--- src/rtl/tdes_pkg.sv ---
// ----------------------------------------------------------------------------
// Triple DES package
// DES permutation tables, S-boxes and round helpers shared by the cipher.
// ----------------------------------------------------------------------------
package tdes_pkg;

  localparam int unsigned BlockW = 64;
  localparam int unsigned CfgIdxW = 3;

  typedef enum logic [CfgIdxW-1:0] {
    REG_KEY_ONE   = 3'd0,
    REG_KEY_TWO   = 3'd1,
    REG_KEY_THREE = 3'd2,
    REG_INIT_VEC  = 3'd3,
    REG_DECRYPT   = 3'd4
  } cfg_reg_e;

  typedef logic [7:0] tab64_t [64];
  typedef logic [7:0] tab56_t [56];
  typedef logic [7:0] tab48_t [48];
  typedef logic [7:0] tab32_t [32];
  typedef logic [3:0] sbox_t  [8][64];

  localparam tab64_t TabIp = '{
    58,50,42,34,26,18,10,2,60,52,44,36,28,20,12,4,62,54,46,38,30,22,14,6,
    64,56,48,40,32,24,16,8,57,49,41,33,25,17,9,1,59,51,43,35,27,19,11,3,
    61,53,45,37,29,21,13,5,63,55,47,39,31,23,15,7};
  localparam tab64_t TabFp = '{
    40,8,48,16,56,24,64,32,39,7,47,15,55,23,63,31,38,6,46,14,54,22,62,30,
    37,5,45,13,53,21,61,29,36,4,44,12,52,20,60,28,35,3,43,11,51,19,59,27,
    34,2,42,10,50,18,58,26,33,1,41,9,49,17,57,25};
  localparam tab48_t TabE = '{
    32,1,2,3,4,5,4,5,6,7,8,9,8,9,10,11,12,13,12,13,14,15,16,17,
    16,17,18,19,20,21,20,21,22,23,24,25,24,25,26,27,28,29,28,29,30,31,32,1};
  localparam tab32_t TabP = '{
    16,7,20,21,29,12,28,17,1,15,23,26,5,18,31,10,2,8,24,14,32,27,3,9,
    19,13,30,6,22,11,4,25};
  localparam tab56_t TabPc1 = '{
    57,49,41,33,25,17,9,1,58,50,42,34,26,18,10,2,59,51,43,35,27,19,11,3,
    60,52,44,36,63,55,47,39,31,23,15,7,62,54,46,38,30,22,14,6,61,53,45,37,
    29,21,13,5,28,20,12,4};
  localparam tab48_t TabPc2 = '{
    14,17,11,24,1,5,3,28,15,6,21,10,23,19,12,4,26,8,16,7,27,20,13,2,
    41,52,31,37,47,55,30,40,51,45,33,48,44,49,39,56,34,53,46,42,50,36,29,32};
  localparam logic [15:0] ShiftTwo = 16'b0111_1110_1111_1100; // bit r: round r shifts 2

  localparam sbox_t TabS = '{
    '{14,4,13,1,2,15,11,8,3,10,6,12,5,9,0,7, 0,15,7,4,14,2,13,1,10,6,12,11,9,5,3,8,
      4,1,14,8,13,6,2,11,15,12,9,7,3,10,5,0, 15,12,8,2,4,9,1,7,5,11,3,14,10,0,6,13},
    '{15,1,8,14,6,11,3,4,9,7,2,13,12,0,5,10, 3,13,4,7,15,2,8,14,12,0,1,10,6,9,11,5,
      0,14,7,11,10,4,13,1,5,8,12,6,9,3,2,15, 13,8,10,1,3,15,4,2,11,6,7,12,0,5,14,9},
    '{10,0,9,14,6,3,15,5,1,13,12,7,11,4,2,8, 13,7,0,9,3,4,6,10,2,8,5,14,12,11,15,1,
      13,6,4,9,8,15,3,0,11,1,2,12,5,10,14,7, 1,10,13,0,6,9,8,7,4,15,14,3,11,5,2,12},
    '{7,13,14,3,0,6,9,10,1,2,8,5,11,12,4,15, 13,8,11,5,6,15,0,3,4,7,2,12,1,10,14,9,
      10,6,9,0,12,11,7,13,15,1,3,14,5,2,8,4, 3,15,0,6,10,1,13,8,9,4,5,11,12,7,2,14},
    '{2,12,4,1,7,10,11,6,8,5,3,15,13,0,14,9, 14,11,2,12,4,7,13,1,5,0,15,10,3,9,8,6,
      4,2,1,11,10,13,7,8,15,9,12,5,6,3,0,14, 11,8,12,7,1,14,2,13,6,15,0,9,10,4,5,3},
    '{12,1,10,15,9,2,6,8,0,13,3,4,14,7,5,11, 10,15,4,2,7,12,9,5,6,1,13,14,0,11,3,8,
      9,14,15,5,2,8,12,3,7,0,4,10,1,13,11,6, 4,3,2,12,9,5,15,10,11,14,1,7,6,0,8,13},
    '{4,11,2,14,15,0,8,13,3,12,9,7,5,10,6,1, 13,0,11,7,4,9,1,10,14,3,5,12,2,15,8,6,
      1,4,11,13,12,3,7,14,10,15,6,8,0,5,9,2, 6,11,13,8,1,4,10,7,9,5,0,15,14,2,3,12},
    '{13,2,8,4,6,15,11,1,10,9,3,14,5,0,12,7, 1,15,13,8,10,3,7,4,12,5,6,11,0,14,9,2,
      7,11,4,1,9,12,14,2,0,6,10,13,15,3,5,8, 2,1,14,7,4,10,8,13,15,12,9,0,3,5,6,11}};

  function automatic logic [63:0] perm_ip(logic [63:0] x);
    logic [63:0] r;
    for (int i = 0; i < 64; i++) r[63-i] = x[64-int'(TabIp[i])];
    return r;
  endfunction

  function automatic logic [63:0] perm_fp(logic [63:0] x);
    logic [63:0] r;
    for (int i = 0; i < 64; i++) r[63-i] = x[64-int'(TabFp[i])];
    return r;
  endfunction

  function automatic logic [55:0] perm_pc1(logic [63:0] x);
    logic [55:0] r;
    for (int i = 0; i < 56; i++) r[55-i] = x[64-int'(TabPc1[i])];
    return r;
  endfunction

  function automatic logic [47:0] perm_pc2(logic [55:0] x);
    logic [47:0] r;
    for (int i = 0; i < 48; i++) r[47-i] = x[56-int'(TabPc2[i])];
    return r;
  endfunction

  function automatic logic [31:0] round_f(logic [31:0] half, logic [47:0] rk);
    logic [47:0] e;
    logic [31:0] acc;
    logic [31:0] p;
    logic [5:0]  six;
    for (int i = 0; i < 48; i++) e[47-i] = half[32-int'(TabE[i])];
    e = e ^ rk;
    for (int i = 0; i < 8; i++) begin
      six = e[42-6*i +: 6];
      acc[28-4*i +: 4] = TabS[i][{six[5], six[0], six[4:1]}];
    end
    for (int i = 0; i < 32; i++) p[31-i] = acc[32-int'(TabP[i])];
    return p;
  endfunction

  function automatic logic odd_parity_ok(logic [63:0] k);
    logic ok;
    ok = 1'b1;
    for (int b = 0; b < 8; b++) ok = ok & (^k[8*b +: 8]);
    return ok;
  endfunction

endpackage

--- src/rtl/tdes_round.sv ---
// ----------------------------------------------------------------------------
// DES round unit
// One Feistel round plus key-register rotation, forward or backward.
// ----------------------------------------------------------------------------
module tdes_round (
  input  logic        backward_i,
  input  logic        shift_two_i,
  input  logic [63:0] lr_i,
  input  logic [55:0] cd_i,
  output logic [63:0] lr_o,
  output logic [55:0] cd_o
);
  import tdes_pkg::*;

  logic [27:0] c, d, cn, dn;
  logic [55:0] cd_use;

  assign c = cd_i[55:28];
  assign d = cd_i[27:0];

  always_comb begin
    if (!backward_i) begin
      // rotate left before the round key is taken
      cn = shift_two_i ? {c[25:0], c[27:26]} : {c[26:0], c[27]};
      dn = shift_two_i ? {d[25:0], d[27:26]} : {d[26:0], d[27]};
      cd_use = {cn, dn};
    end else begin
      // key taken from the current value, then rotate right
      cn = shift_two_i ? {c[1:0], c[27:2]} : {c[0], c[27:1]};
      dn = shift_two_i ? {d[1:0], d[27:2]} : {d[0], d[27:1]};
      cd_use = cd_i;
    end
  end

  assign cd_o = {cn, dn};
  assign lr_o = {lr_i[31:0], lr_i[63:32] ^ round_f(lr_i[31:0], perm_pc2(cd_use))};

endmodule

--- src/rtl/triple_des_cbc_cipher_top.sv ---
// ----------------------------------------------------------------------------
// Triple DES EDE3 CBC cipher
// Block cipher with CBC chaining, keys and IV held in a register memory.
// ----------------------------------------------------------------------------
// A block goes from accept to result in order: read the IV or chain value
// from memory, load the first pass, run three DES passes of sixteen rounds at
// one round per cycle through a single shared round unit, and finish and
// register the result. Only one block is in flight; the next is accepted once
// the result beat has left. A decrypt with a key of bad odd parity returns
// zero with the error flag set. Keys, IV and the chain value sit in a 6-entry
// register file, the mode in a flop of its own; the link value is read
// through a registered port.
module triple_des_cbc_cipher_top (
  input  logic        clk_i,
  input  logic        rst_ni,
  input  logic        s_axis_tvalid,
  output logic        s_axis_tready,
  input  logic [63:0] s_axis_tdata,   // [63:0] data_in
  input  logic        s_axis_tuser,   // [0] first_block
  output logic        m_axis_tvalid,
  input  logic        m_axis_tready,
  output logic [63:0] m_axis_tdata,   // [63:0] data_out
  output logic        m_axis_tuser,   // [0] parity_error
  input  logic        cfg_valid_i,
  output logic        cfg_ready_o,
  input  logic [2:0]  cfg_index_i,
  input  logic [63:0] cfg_data_i
);
  import tdes_pkg::*;

  typedef enum logic [4:0] {
    ST_IDLE  = 5'b00001,
    ST_READ  = 5'b00010,
    ST_LOAD  = 5'b00100,
    ST_ROUND = 5'b01000,
    ST_DONE  = 5'b10000
  } state_e;

  localparam logic [2:0] ChainAddr = 3'd5;

  // register file: keys, IV, chain value. All entries reset to zero.
  logic [63:0] mem_q [6];
  logic        mode_q;
  logic [63:0] link_q;

  state_e      state_q, state_d;
  logic [63:0] blk_q, lr_q, res_q;
  logic [55:0] cd_q;
  logic [3:0]  rnd_q;
  logic [1:0]  pass_q;
  logic        first_q, err_q, out_valid_q;
  logic        par_ok;

  logic        backward;
  logic [2:0]  key_sel;
  logic [63:0] lr_n;
  logic [55:0] cd_n;
  logic        in_beat, out_beat;

  assign cfg_ready_o   = 1'b1;
  assign s_axis_tready = (state_q == ST_IDLE) && !out_valid_q;
  assign in_beat       = s_axis_tvalid && s_axis_tready;
  assign out_beat      = m_axis_tvalid && m_axis_tready;
  assign m_axis_tvalid = out_valid_q;
  assign m_axis_tdata  = res_q;
  assign m_axis_tuser  = err_q;

  assign par_ok = odd_parity_ok(mem_q[REG_KEY_ONE]) && odd_parity_ok(mem_q[REG_KEY_TWO])
                  && odd_parity_ok(mem_q[REG_KEY_THREE]);

  // pass order: encrypt K1 fwd, K2 back, K3 fwd; decrypt K3 back, K2 fwd, K1 back
  always_comb begin
    unique case (pass_q)
      2'd0:    key_sel = mode_q ? REG_KEY_THREE : REG_KEY_ONE;
      2'd1:    key_sel = REG_KEY_TWO;
      default: key_sel = mode_q ? REG_KEY_ONE : REG_KEY_THREE;
    endcase
    backward = mode_q ^ pass_q[0];
  end

  tdes_round u_round (
    .backward_i  (backward),
    .shift_two_i (ShiftTwo[backward ? 4'd15 - rnd_q : rnd_q]),
    .lr_i        (lr_q),
    .cd_i        (cd_q),
    .lr_o        (lr_n),
    .cd_o        (cd_n)
  );

  always_ff @(posedge clk_i or negedge rst_ni) begin
    if (!rst_ni) begin
      for (int i = 0; i < 6; i++) mem_q[i] <= '0;
      mode_q <= 1'b0;
    end else begin
      if (cfg_valid_i && cfg_ready_o) begin
        if (cfg_index_i == REG_DECRYPT) mode_q <= cfg_data_i[0];
        else if (cfg_index_i < REG_DECRYPT) mem_q[cfg_index_i] <= cfg_data_i;
      end
      // write back the chain value at the end of a block
      if (state_q == ST_DONE) mem_q[ChainAddr] <= mode_q ? blk_q : perm_fp(lr_q);
    end
  end

  // registered read of the link value
  always_ff @(posedge clk_i) begin
    if (state_q == ST_READ) link_q <= first_q ? mem_q[REG_INIT_VEC] : mem_q[ChainAddr];
  end

  always_comb begin
    state_d = state_q;
    unique case (state_q)
      ST_IDLE:  if (in_beat) state_d = ST_READ;
      ST_READ:  state_d = ST_LOAD;
      ST_LOAD:  state_d = ST_ROUND;
      ST_ROUND: if (rnd_q == 4'd15 && pass_q == 2'd2) state_d = ST_DONE;
      ST_DONE:  state_d = ST_IDLE;
      default:  state_d = ST_IDLE;
    endcase
  end

  always_ff @(posedge clk_i or negedge rst_ni) begin
    if (!rst_ni) begin
      state_q     <= ST_IDLE;
      out_valid_q <= 1'b0;
      rnd_q       <= '0;
      pass_q      <= '0;
    end else begin
      state_q <= state_d;
      if (out_beat) out_valid_q <= 1'b0;
      if (state_q == ST_DONE) out_valid_q <= 1'b1;
      // clear the counters before the load cycle picks the first key
      if (state_q == ST_READ) begin
        rnd_q  <= '0;
        pass_q <= '0;
      end else if (state_q == ST_ROUND) begin
        rnd_q <= rnd_q + 4'd1;
        if (rnd_q == 4'd15) pass_q <= pass_q + 2'd1;
      end
    end
  end

  always_ff @(posedge clk_i) begin
    if (in_beat) begin
      blk_q   <= s_axis_tdata;
      first_q <= s_axis_tuser;
    end
    unique case (state_q)
      ST_LOAD: begin
        lr_q <= perm_ip(mode_q ? blk_q : blk_q ^ link_q);
        cd_q <= perm_pc1(mem_q[key_sel]);
      end
      ST_ROUND: begin
        if (rnd_q == 4'd15) begin
          // swap halves, final permute, start next pass
          lr_q <= perm_ip(perm_fp({lr_n[31:0], lr_n[63:32]}));
          cd_q <= perm_pc1(mem_q[mode_q ? (pass_q == 2'd0 ? REG_KEY_TWO : REG_KEY_ONE)
                                         : (pass_q == 2'd0 ? REG_KEY_TWO : REG_KEY_THREE)]);
        end else begin
          lr_q <= lr_n;
          cd_q <= cd_n;
        end
      end
      ST_DONE: begin
        if (mode_q && !par_ok) begin
          res_q <= '0;
          err_q <= 1'b1;
        end else begin
          res_q <= perm_fp(lr_q) ^ (mode_q ? link_q : 64'd0);
          err_q <= 1'b0;
        end
      end
      default: ;
    endcase
  end

  assert property (@(posedge clk_i) disable iff (!rst_ni)
    in_beat |=> state_q == ST_READ) else $error("accept did not start a block");
  assert property (@(posedge clk_i) disable iff (!rst_ni)
    state_q == ST_DONE |=> out_valid_q) else $error("result not presented");
  assert property (@(posedge clk_i) disable iff (!rst_ni)
    out_valid_q |-> !s_axis_tready) else $error("accept while result pending");
  assert property (@(posedge clk_i) disable iff (!rst_ni)
    state_q == ST_ROUND |-> pass_q != 2'd3) else $error("pass counter overrun");

endmodule

--- config.mk ---
export PLATFORM = sky130hd
export DESIGN_NAME = triple_des_cbc_cipher_top
export DESIGN_NICKNAME = d
export VERILOG_FILES = /design/src/rtl/tdes_pkg.sv /design/src/rtl/tdes_round.sv /design/src/rtl/triple_des_cbc_cipher_top.sv
export SDC_FILE = /design/constraint.sdc
export NUM_CORES = 2
export LEC_CHECK = 0
export BUFFER_PORTS_ARGS = -buffer_cell sky130_fd_sc_hd__buf_2
export CAP_MARGIN = 0
export CELL_PAD_IN_SITES_DETAIL_PLACEMENT = 1
export CELL_PAD_IN_SITES_GLOBAL_PLACEMENT = 1
export CORE_UTILIZATION = 51
export CTS_BUF_LIST = sky130_fd_sc_hd__clkbuf_2
export DETAILED_ROUTE_END_ITERATION = 6
export GPL_TIMING_DRIVEN = 0
export HOLD_SLACK_MARGIN = 0.08
export PLACE_DENSITY = 0.9
export SLEW_MARGIN = 10
export SYNTH_ARGS = -nofsm -noshare
export SYNTH_HDL_FRONTEND = slang
export SYNTH_SLANG_ARGS = --single-unit
--- constraint.sdc ---
create_clock -name clk_i -period 7.55 [get_ports clk_i]
set_clock_uncertainty 0.05 [all_clocks]
set_input_delay 0.3775 -clock clk_i [delete_from_list [all_inputs] [get_ports clk_i]]
set_output_delay 0.3775 -clock clk_i [all_outputs]
set_load 0.05 [all_outputs]
==> results by group, run 1 <==
Outcome
  – Status: stopped before the end
  – Last stage: global routing (5_1_grt)
  – Error message: [ERROR GRT-0116] Global routing finished with congestion. Check the congestion regions in the DRC Viewer.

Synthesis
  – YS warnings: 0
  – Ranking of synthesized cells by area: edfxtp_1 (23%), dfrtp_1 (20%), mux2_2 (9.0%)
  – Top-area cell type share of the netlist area: 23.0%
  – Post-Synthesis Cells: 3981
  – Leading area contributor after synthesis: edfxtp_1
  – Synth Cell Area: a little over 0.04 mm^2
  – Post-synth ARST share: 51.5%
  – Syn nets: between 4000 and 5000
  – Post-synth cell types: 100
  – Avg Inst Size Synth: between 10 and 15 um^2
  – Post-synth EDFFs: 314
  – Yosys reg bits: 647
  – Seq/Total Area, Yosys: 43.4%
  – Ys flop type: dfrtp_1

Global route
  – Total GRT Usage: roughly 71%
  – Largest net degree at the start of global routing: 113
  – Grt total ovfl: 21
  – Vias in the first global route: 50700
  – First-pass GRT wire length: 410 mm

Clock network
  – Number of H-tree levels: 4
  – Bufs on Longest Clock Path: 3
  – Root buf cell: clkbuf_2
  – CTS Buf Count: 167
  – Clk sink count: roughly 650
  – # resized after CTS: 0
  – Post-CTS Setup Inserts: 0

Placement
  – I/O Buffers: 203
  – HPWL after DPL: 152 mm
  – Dpl ws: 1.07 ns
  – Gpl congestion: approximately 1.1

Die
  – Die Y: 285 um
  – Die W: 285 um
  – Std-Cell Rows: a little over 100
  – Num ports: 205
  – Initial Util: 51.7%
per-layer routing:
layer / overflow / global-route usage (%)
met1: 0 / 71.5
met2: 9 / 86.0
met3: 0 / 58.1
met4: 12 / 68.2
met5: 0 / 36.9
kinds of logic after synthesis:
kind of cell    synth area share [%]
xor+xnor                        8.07
other cells                  0.00917
mux                             16.1
simple gates                    13.1
flops                           43.4
buf+inv                         3.66
compound gates                  13.6
fa+ha+maj                       2.05
synth_stat cells (8+ instances only):
master	count
nand2_1	401
a22oi_1	10
nor2b_1	66
a21oi_1	143
a211oi_1	46
mux2i_1	146
and3_1	30
mux4_2	63
a221oi_1	23
dfrtp_1	332
a31oi_1	64
or3_1	11
o21ai_0	243
mux2_2	326
o22ai_1	13
buf_2	54
a2111oi_0	10
o21ai_1	29
buf_1	44
nor2_1	266
nand4_1	26
buf_4	9
and4_1	8
o311ai_0	8
edfxtp_1	314
a311oi_1	35
xnor2_1	274
nor3b_1	25
xor2_1	92
o221ai_1	12
o31ai_1	26
ha_1	67
clkbuf_1	197
o32ai_1	9
nand3_1	137
and2_1	13
nand2b_1	50
nor4_1	12
nor3_1	71
o2111ai_1	8
inv_1	54
o211ai_1	54
a211o_1	12
repair_timing:
| action | CTS |
|---|---|
| endpoints found under the setup margin | 0 |
| hold endpoints to repair | 611 |
| hold buffers | 323 |
stage by stage:
stage	setup TNS, ns	instance area, um^2	utilization (%)	instances	hold WS, ns
detailed placement	0	43700	55.2	5255	0.288
floorplan	0	40900	-	3981	0.0319
CTS	0	48500	61.3	5882	0.0841
global placement	-467.71	43200	54.7	5234	0.408
==> run 2: changes to the inputs <==
--- a/config.mk
+++ b/config.mk
@@ -7,14 +7,10 @@
 export LEC_CHECK = 0
 export BUFFER_PORTS_ARGS = -buffer_cell sky130_fd_sc_hd__buf_2
 export CAP_MARGIN = 0
-export CELL_PAD_IN_SITES_DETAIL_PLACEMENT = 1
-export CELL_PAD_IN_SITES_GLOBAL_PLACEMENT = 1
-export CORE_UTILIZATION = 51
-export CTS_BUF_LIST = sky130_fd_sc_hd__clkbuf_2
+export CORE_UTILIZATION = 40
 export DETAILED_ROUTE_END_ITERATION = 6
 export GPL_TIMING_DRIVEN = 0
-export HOLD_SLACK_MARGIN = 0.08
-export PLACE_DENSITY = 0.9
+export PLACE_DENSITY_LB_ADDON = 0.15
 export SLEW_MARGIN = 10
 export SYNTH_ARGS = -nofsm -noshare
 export SYNTH_HDL_FRONTEND = slang
==> results by group, run 2 <==
Pwr
  – Logic pwr share: a little over two fifths
  – PwrDens: around 330 mW/mm^2
  – VDD IR max: 190 uV
  – Psw: 6.77 mW
  – Total Power: 16.0 mW
  – P_int: 9.22 mW
  – Clock network power share: 24.4%
  – Switching Fraction: 42.3%
  – LEAKAGE: 18.2 nW
  – Reg power frac: 32.3%

Worst setup path
  – Maximum fanout along the worst path: 10
  – Worst Setup EP: lr_q[50]
  – Worst setup SP type: flop
  – Register-to-Register Setup Slack: approximately 0.74 ns
  – Critical path class: reg2reg
  – Critical Path Start: rnd_q[3]
  – R2R Path Start: rnd_q[3]
  – R2r worst-path depth: 18
  – FF-to-FF End: lr_q[50]
  – Crit path arrival time: ~7 ns
  – Required time of the critical path: roughly 8 ns
  – Crit end category: flop

Cells and area
  – Commonest non-fill, non-tap cell in the layout: nand2_1
  – Largest Register: mem_q
  – Leading cell types in the layout, fill and taps excluded: nand2_1 (401), dfrtp_1 (332), mux2_2 (326)
  – Number of flip-flops in the largest register: 320
  – Share of cells above drive strength 1: 19.4%
  – Final #Nets: 4614
  – Layout area overhead: 17.2%
  – Post-route insts no fill: approximately 5800
  – Layout filler cell count: ~9600

Timing
  – Hold Violations, Final: 0
  – Max Freq: 147 MHz
  – Period Utilization, post-route: about 90%
  – RSZ-0062 raised after global routing: false
  – Post-layout min period: 6.81 ns
  – Pins Over Slew Limit: 2
  – Max_slew headroom: -2.81%
  – Worst slew pin tran: approximately 1.5 ns
  – Final setup vio count: 0
  – WHS: ~0.03 ns

Die
  – Std-Cell Rows: 116
  – Die W: 322 um
  – Die Y: 322 um
  – Die ar.: 0.104 mm^2
  – Initial Util: 40.6%
  – Num ports: 205
  – Core Area: just over 0.1 mm^2

Flow run
  – Max-capacitance violation count: 1

Placement
  – Gpl congestion: 1.03
  – HPWL after DPL: roughly 150 mm
  – I/O Buffers: 203
  – Placed cells: between 5000 and 6000

Detailed routing
  – WL per Instance: 33.0 um
  – First drt pass iteration count: 6
  – ANT nets after route: 0
  – Routed vias: 36500
  – Final WL: around 190 mm
  – Vias per cell: 6.25
  – DRC Markers: 0
  – DRT iter0 DRCs: about 4800

Clock network
  – Number of H-tree levels: 3
  – Later-pin clock latency in the skew report: 0.67 ns
  – Root buf cell: clkbuf_16
  – Bufs on Longest Clock Path: 3
  – CTS tree: yes
  – Clk pin slew, worst setup/hold paths: 0.06 ns
  – CTS Buf Count: 78
  – Clk sink count: 647

Synthesis
  – Top-area cell type share of the netlist area: 23.0%
  – YS warnings: 0
  – Post-synth EDFFs: 314
  – Ranking of synthesized cells by area: edfxtp_1 (23%), dfrtp_1 (20%), mux2_2 (9.0%)
  – Synth top cells by count: nand2_1 (401), dfrtp_1 (332), mux2_2 (326)
  – Seq/Total Area, Yosys: between 40% and 50%
  – Yosys reg bits: 647
  – Post-synth cell types: 100
  – Post-Synthesis Cells: 3981
  – Syn nets: 4185
  – Ys flop type: dfrtp_1
  – Synth Cell Area: about 0.04 mm^2
  – Avg Inst Size Synth: 10.3 um^2
  – Leading area contributor after synthesis: edfxtp_1
  – Most frequent cell after synthesis: nand2_1
  – Post-synth ARST share: about half

Outcome
  – Violated checks: capacitance limit, slew limit
  – Status: finished, violations left

Worst hold path
  – Min-Delay Path Class: in2reg
  – Worst Hold Path Cells: 2
  – HP Start: cfg_data_i[27]

Global route
  – Vias in the first global route: 34200
  – Total GRT Usage: a little under two fifths
  – Antenna violations before repair: 14
  – Grt total ovfl: 0
  – Largest net degree at the start of global routing: between 100 and 150
  – First-pass GRT wire length: 267 mm
==> run 2: layer usage <==
layer	wire [um]	part of all wire [%]	up-vias	GRT usage, %
li1	-	-	15500	-
met1	77800	40	18400	49.4
met2	83700	43	2151	54.7
met3	19600	10	411	8.63
met4	11700	6.1	10	19.3
met5	69	0.036	-	0
==> run 2: critical path, stage by stage (launching register included) <==
cell      delay, ns
dfrtp_1        0.36
buf_2          0.15
nand4_1        0.36
buf_2          0.36
buf_1          0.62
nand3_1        0.41
and3_1         0.31
a221oi_1       0.85
nand2_1        0.43
ha_1           0.41
clkbuf_1       0.36
nor2_1         0.18
o21a_1         0.23
o311ai_0       0.59
o311ai_2       0.21
buf_4          0.23
xnor2_1        0.16
nor2_1         0.11
o22ai_1        0.10
==> run 2: power groups by stage <==
stage | Sequential [mW] | Clock [mW] | Combinational [mW]
CTS | 5.14 | 3.93 | 6.71
finish | 5.17 | 3.91 | 6.91
global placement | 5.25 | 0 | 6.53
detailed placement | 5.21 | 0 | 6.63
floorplan | 4.80 | 0 | 4.31
global route | 5.19 | 4.07 | 7.25
==> run 2: layout make-up <==
type	instances	area (um^2)	share of cell area (%)
Multi-Input combinational cell	2966	21700	45.3
Sequential cell	647	17800	37.1
Timing Repair Buffer	349	2630	5.49
Clock buffer	102	2150	4.48
Tap cell	1357	1700	3.54
Buffer	307	1280	2.67
Clock inverter	42	459	0.958
Inverter	61	231	0.483
Antenna cell	8	20.0	0.0418
==> run 2: through the flow <==
| step | setup WS (ns) | TNS, ns | cell area [um^2] | util (%) |
|---|---|---|---|---|
| after global placement | -3.19 | -727.27 | 43600 | 43.3 |
| after detailed placement | 0.961 | 0 | 44100 | 43.8 |
| after CTS | 0.906 | 0 | 47900 | 47.6 |
| after floorplan | 1.06 | 0 | 40900 | - |
| after global routing | 0.543 | 0 | 47900 | 47.6 |
| final | 0.736 | 0 | 47900 | 47.6 |
==> run 2: how the worst min path moves through the flow <==
| stage | slack (ns) | endpoint |
|---|---|---|
| 2_1_floorplan | 0.03 | m_axis_tvalid |
| 3_3_place_gp | 0.41 | mem_q[12] |
| 3_5_place_dp | 0.32 | mem_q[45] |
| 4_1_cts | 0.003 | mem_q[229] |
| 5_1_grt | 0.02 | mem_q[153] |
| 6_report | 0.03 | mem_q[155] |
==> run 2: cells by family after synthesis <==
family                     after synthesis  share of synthesized area [%]
and+or+nand+nor                       1145                           13.1
other                                    1                        0.00917
DFF                                    647                           43.4
xor gates and xnor gates               372                           8.07
muxes                                  537                           16.1
adders and majority gates               67                           2.05
AOI/OAI and AO/OA                      844                           13.6
buffers and inverters                  368                           3.66
==> run 2: what timing repair did <==
item	4_1_cts	5_1_grt
hold buffers	121	0
resized for setup	0	0
endpoints found under the hold margin	337	0
buffers inserted	0	0
(Power assumes the default switching activity.)
